File: config.mk
export PLATFORM = sky130hd
export DESIGN_NAME = lpmr_ctrl
export DESIGN_NICKNAME = d
export VERILOG_FILES = /design/src/rtl/core/lpmr_pkg.sv /design/src/rtl/core/lpmr_ctrl.sv
export SDC_FILE = /design/constraint.sdc
export NUM_CORES = 1
export LEC_CHECK = 0
export BUFFER_PORTS_ARGS = -buffer_cell sky130_fd_sc_hd__buf_4
export CORE_MARGIN = 10
export CORE_UTILIZATION = 30
export CTS_CLUSTER_SIZE = 20
export DETAILED_ROUTE_END_ITERATION = 8
export PLACE_DENSITY = 0.61
export SYNTH_ARGS = -nofsm -noshare
export SYNTH_HDL_FRONTEND = slang
export SYNTH_SLANG_ARGS = --single-unit
File: constraint.sdc
create_clock -name clk -period 2.3 [get_ports clk]
set_clock_uncertainty 0.2 [all_clocks]
set_input_delay 0.115 -clock clk [delete_from_list [all_inputs] [get_ports clk]]
set_output_delay 0.115 -clock clk [all_outputs]
set_load 0.01 [all_outputs]
File: src/rtl/core/lpmr_pkg.sv
// Shared types, constants and control structs of the length-prefixed message ring.
package lpmr_pkg;

    localparam int BUF_BYTES = 4096;
    localparam int HDR_BYTES = 4;
    localparam int MAX_MSG   = 64;

    localparam int LEN_W  = 7;
    localparam int IDX_W  = LEN_W - 1;
    localparam int PTR_W  = $clog2(BUF_BYTES + 1);
    localparam int ADDR_W = $clog2(BUF_BYTES);

    localparam logic [2:0] REQ_WR_START = 3'd0;
    localparam logic [2:0] REQ_WR_BYTE  = 3'd1;
    localparam logic [2:0] REQ_READ     = 3'd2;
    localparam logic [2:0] REQ_PEEK     = 3'd3;
    localparam logic [2:0] REQ_DISCARD  = 3'd4;

    localparam logic [1:0] ST_OK    = 2'd0;
    localparam logic [1:0] ST_FULL  = 2'd1;
    localparam logic [1:0] ST_EMPTY = 2'd2;
    localparam logic [1:0] ST_BAD   = 2'd3;

    typedef struct packed {
        logic [2:0]       req_type;
        logic [LEN_W-1:0] msg_length;
        logic [7:0]       data_byte;
    } req_t;

    typedef struct packed {
        logic [1:0]       status;
        logic [7:0]       out_byte;
        logic             byte_valid;
        logic [LEN_W-1:0] head_length;
        logic             last;
    } rsp_t;

    // Commands from the controller to the datapath.
    typedef struct packed {
        logic in_result;   // accepted request answered at once
        logic hdr_rd;      // read header byte at the read pointer
        logic len_latch;   // capture head length from the read data
        logic single_out;  // emit one result carrying only the head length
        logic byte_rd;     // read the next payload byte
        logic byte_out;    // emit the payload byte just read
        logic pop;         // drop the head record
    } cmd_t;

    // Status from the datapath to the controller.
    typedef struct packed {
        logic out_free;
        logic empty;
        logic len_zero;
        logic byte_last;
    } stat_t;

endpackage

File: src/rtl/core/lpmr_ctrl.sv
// Request sequencer of the message ring: decides immediate answers and streams head records.
module lpmr_ctrl
    import lpmr_pkg::*;
(
    input  logic       clk,
    input  logic       rst_n,
    input  logic       req_valid,
    input  logic [2:0] req_type,
    output logic       req_stall,
    input  stat_t      stat,
    output cmd_t       cmd
);

    localparam logic [2:0] S_IDLE   = 3'd0;
    localparam logic [2:0] S_HDR    = 3'd1;
    localparam logic [2:0] S_DECIDE = 3'd2;
    localparam logic [2:0] S_ISSUE  = 3'd3;
    localparam logic [2:0] S_LOAD   = 3'd4;

    logic [2:0] state_reg, state_next;
    logic [2:0] op_reg, op_next;
    logic       accept;
    logic       stream_req;

    assign req_stall  = !((state_reg == S_IDLE) && stat.out_free);
    assign accept     = req_valid && !req_stall;
    assign stream_req = (req_type == REQ_READ) || (req_type == REQ_PEEK) ||
                        (req_type == REQ_DISCARD);

    always_comb
    begin
        state_next = state_reg;
        op_next    = op_reg;
        cmd        = '0;
        unique case (state_reg)
            S_IDLE:
            begin
                if (accept)
                begin
                    if (stream_req && !stat.empty)
                    begin
                        cmd.hdr_rd = 1'b1;
                        op_next    = req_type;
                        state_next = S_HDR;
                    end
                    else
                    begin
                        cmd.in_result = 1'b1;
                    end
                end
            end
            S_HDR:
            begin
                cmd.len_latch = 1'b1;
                state_next    = S_DECIDE;
            end
            S_DECIDE:
            begin
                if ((op_reg == REQ_DISCARD) || stat.len_zero)
                begin
                    if (stat.out_free)
                    begin
                        cmd.single_out = 1'b1;
                        cmd.pop        = (op_reg != REQ_PEEK);
                        state_next     = S_IDLE;
                    end
                end
                else
                begin
                    state_next = S_ISSUE;
                end
            end
            S_ISSUE:
            begin
                if (stat.out_free)
                begin
                    cmd.byte_rd = 1'b1;
                    state_next  = S_LOAD;
                end
            end
            S_LOAD:
            begin
                cmd.byte_out = 1'b1;
                if (stat.byte_last)
                begin
                    cmd.pop    = (op_reg == REQ_READ);
                    state_next = S_IDLE;
                end
                else
                begin
                    state_next = S_ISSUE;
                end
            end
            default:
            begin
                state_next = S_IDLE;
            end
        endcase
    end

    always_ff @(posedge clk or negedge rst_n)
    begin
        if (!rst_n)
        begin
            state_reg <= S_IDLE;
            op_reg    <= REQ_READ;
        end
        else
        begin
            state_reg <= state_next;
            op_reg    <= op_next;
        end
    end

    // A payload byte is only emitted after its read was issued in the cycle before.
    a_load_after_issue: assert property (@(posedge clk) disable iff (!rst_n)
        cmd.byte_out |-> $past(cmd.byte_rd))
        else $error("byte emitted without a preceding read");

    // Streaming states never accept new requests.
    a_no_accept_busy: assert property (@(posedge clk) disable iff (!rst_n)
        (state_reg != S_IDLE) |-> req_stall)
        else $error("request accepted while a record is streaming");

    // The pop of a peek never happens.
    a_peek_keeps: assert property (@(posedge clk) disable iff (!rst_n)
        (cmd.pop && (state_reg != S_IDLE)) |-> (op_reg != REQ_PEEK))
        else $error("peek removed the head record");

endmodule

; Yosys cells after proc, flatten, opt, wreduce, memory -nomap -nowiden
; Index checks and enable logic that the tools add are counted.
[op_classes]
n_mux = 21
n_reduce_logical = 11
eq_ne = 14
[op_table]
columns = cell, n
row1 = "== test 3 x 2 -> 1 bit, second input constant", 5
row2 = 2-to-1 mux 3 bit, 5
row3 = one-hot mux 3 bit (5 select lines), 1
row4 = 2-to-1 mux 1 bit, 11
row5 = "== test 3 bit, second input constant", 3
row6 = 2-to-1 mux 2 bit, 3
row7 = "!= test 2 bit, second input constant", 2
row8 = AND reduction 4 bit, 1
row9 = "== test 3 x 1 -> 1 bit, second input constant", 1
row10 = logical AND 1 bit, 3
row11 = logical NOT 3 bit, 1
row12 = logical OR 1 bit, 3
row13 = "!= test 3 x 2 -> 1 bit, second input constant", 1
row14 = "!= test 3 bit, second input constant", 1
row15 = AND reduction 3 bit, 1
row16 = logical NOT 1 bit, 2
row17 = "!= test 2 x 1 -> 1 bit, second input constant", 1
row18 = one-hot mux 1 bit (2 select lines), 1
[word_totals]
input_bits = 10
ff_bits = 6
out_inout_bits = 8
elab_cells = 48

; Depth between registers and ports, before layout
[depth]
word_depth = 7
ltp_mapped = 4
mapped_depth_nobuf = 3

; Least setup slack after synthesis
; Ideal clock, no wire load.
[synth_path]
path_type = reg-to-output
startpoint = reg state_reg[1]
endpoint = out cmd[0] in the netlist's numbering
required_time_ps = 1985
stages_incl_launch_ff = 5
n_path_buf = 1
arrival_ps = 1321
slack_ps = 664
path_cell_list = dfrtp_1 > buf_6 > nor3b_1 > nand4b_1 > a21oi_1
[synth_lines]
columns = item, line_no
row1 = start: declaration, lpmr_ctrl.sv:20  ; logic [2:0] state_reg, state_next;
row2 = start signal: assignment, lpmr_ctrl.sv:110  ; state_reg <= state_next;
row3 = end: declaration, lpmr_ctrl.sv:11  ; output cmd_t cmd

==> results.cfg <==
[worst_setup_path]
crit_type = flip-flop to output port
r2r-end = op_reg[2]$_DFFE_PN0P_
cp.required_ns = 1.99
cp_max_fo = 9
cp-start-kind = flip-flop
arrival_ns = 1.63
path_cells = nor3b_1 -> nand4b_1 -> a21oi_1 -> buf_4
path_delay_family = simple AND/OR/NAND/NOR gates
slowest_delay_ns = 0.49
crit_path_end_kind = output port
crit_buf_inv = 1
r2r-start = state_reg[1]$_DFFE_PN0P_
cp_slowest_cell = dfrtp_1
reg2reg_slack_ns = 0.56
reg2regPathDepth = 3

[cts]
clk_latency_ns = 0.24
cts_tree = yes
post_cts_resized = 0
cts-root-buf = clkbuf_4
post_cts_buffers = 0
path_clk_slew_ns = 0.05
cts_hold_buffers = 7
h-tree-depth = 1
cts_sinks = 6
cts_buffers = 3
clock_path_buffers = 2

[synth]
yosys-top-cells-area = dfrtp_1, mux2_2, dfstp_2
async_flop_share_pct = 100
synthAdderAreaFrac_pct = 0
syn-num-nets = 52
synth_mux_area_share_pct = 8.13
synth_top_family_by_area = simple AND/OR/NAND/NOR gates
synth_cell_types = 25
synthSimpleGateAreaFrac_pct = 28.6
synth.top_cell.area_share_pct = 30.1
synth_ff_type = dfrtp_1
synthTopCellsByCount = inv_1, dfrtp_1, mux2_2, nor2_1, nor3b_1
synth-compound-area-share_pct = 16.6
synth_warnings = 0
yosys.area.top_type = dfrtp_1
yosysMostFrequentCell = inv_1
synth_edf_count = 0
syn_inst = 42
ys_ff_latch = 6
ys_seq_area_share_pct = 36.4
syn_area_um2 = 415
syn_avg_cell_area_um2 = 9.89
yosys.area_share.xor_xnor_pct = 2.11

[place]
gp_congestion = 0.748
dpl.cell_count = 73
io_buffers = 17
postPlaceCellArea_um2 = 551
dp_hpwl_um = 856

[floorplanning]
fp.dieH_um = 57.2
row_count = 13
die_area_um2 = 3270
core-area_um2 = 1300
io_pins = 18
die_w_um = 57.2
initial_core_util_pct = 31.9

[sta]
slew_headroom_pct = 74.1
min_period_ns = 1.94
max_freq_mhz = 514
fin_crit_sh_pct = 84.5
tns_ns = 0
rsz0062_at_grt = false
hold_viol = 0
setup_violations = 0
worst_slew_pin_slew_ns = 0.388
slew_viol_final = 0

[global_route]
grt_pass1_wl_mm = 1.77
grt.total_usage_pct = 6.66
grt_overflow = 0
grt_start_max_net_pins = 10
antenna_found_initial = 0
grt_pass1_vias = 432

[drt]
drt_wl_total_mm = 1.08
wire_per_inst_um = 12.9
dr.pass1.iters = 4
drt-initial-drc-count = 7
detail-route-antenna-nets = 0
drc = 0
vias = 397
vias_per_cell = 4.73

[power]
p_leak_nw = 0.311
power_uw = 589
ir_drop_mv = 0.476
p_per_area_nw_per_um2 = 911

[finish]
layoutNonFillerInstCount = 84
drive_gt1_share_pct = 37.7
final_area_um2 = 647
ff_latch_area_um2 = 151
fin_nets = 80
multiInputGateArea_um2 = 230
diodes = 0
area_growth_pct = 55.7
postLayoutCoreUtil_pct = 49.7
fill_cells = 137

[outcome]
outcome = completed

[flow_run]
drv_cap = 0

[worst_hold_path]
hold_class = input port to flip-flop
whs_path_depth = 3
holdCritStartpoint = stat[3]
min_to = state_reg[1]$_DFFE_PN0P_
stage by stage:
stage / hold slack, ns / setup WS, ns
6_report: 0.0322 / 0.356
5_1_grt: 0.0435 / 0.204
4_1_cts: 0.0267 / 0.356
3_5_place_dp: -0.276 / 0.566
3_3_place_gp: -0.275 / 0.612
2_1_floorplan: -0.381 / 0.664
cell type report:
cell class | count | area share, %
clock buffer | 4 | 4.06
inverter | 6 | 3.48
multi-input combinational | 29 | 35.6
sequential | 6 | 23.4
tap | 15 | 2.90
timing repair buffer | 24 | 30.6
layout by cell type (no fill, tap or decap):
cell / instances
buf_4: 17
dlygate4sd3_1: 7
inv_1: 6
dfrtp_1: 5
nor3b_1: 3
nor2_1: 3
mux2_2: 3
clkbuf_4: 3
nor2b_1: 2
nand2b_1: 2
nor4b_4: 1
o2111ai_2: 1
o2111ai_1: 1
nand4b_1: 1
nand3b_1: 1
xor2_1: 1
nand3_1: 1
a21oi_1: 1
nor3_1: 1
nand2_1: 1
o21ai_0: 1
and3_1: 1
o31a_1: 1
o311ai_0: 1
o311a_1: 1
o31ai_1: 1
clkbuf_1: 1
dfstp_2: 1
how the worst max path moves through the flow:
| stage | start | end | slack (ns) | cells after the start |
|---|---|---|---|---|
| after floorplan | state_reg[1]$_DFFE_PN0P_ | cmd[0] | 0.66 | 4 |
| after global placement | state_reg[1]$_DFFE_PN0P_ | op_reg[0]$_DFFE_PN0P_ | 0.61 | 3 |
| after detailed placement | state_reg[1]$_DFFE_PN0P_ | op_reg[0]$_DFFE_PN0P_ | 0.57 | 3 |
| after CTS | state_reg[1]$_DFFE_PN0P_ | cmd[0] | 0.36 | 4 |
| after global routing | state_reg[1]$_DFFE_PN0P_ | cmd[0] | 0.20 | 4 |
| final | state_reg[1]$_DFFE_PN0P_ | cmd[0] | 0.36 | 4 |
worst min-delay path, cell delays in order:
cell     delay [ns]
buf_4          0.10
o311a_1        0.15
o31ai_1        0.07
kinds of logic after synthesis:
logic type | Yosys count
simple gates | 17
compound gates | 8
buf+inv | 7
flops | 6
mux | 3
xor+xnor | 1
power by group:
part | internal (mW) | switching [mW]
clock network | 0.0657 | 0.0374
logic | 0.144 | 0.105
registers | 0.160 | 0.0765
total | 0.370 | 0.219
per-layer routing:
layer  track usage (%)  wire [µm]
met5                 0          0
met2              10.7        539
met1              6.92        470
met3              3.10         71
met4              4.03          0
(Power assumes the default switching activity.)
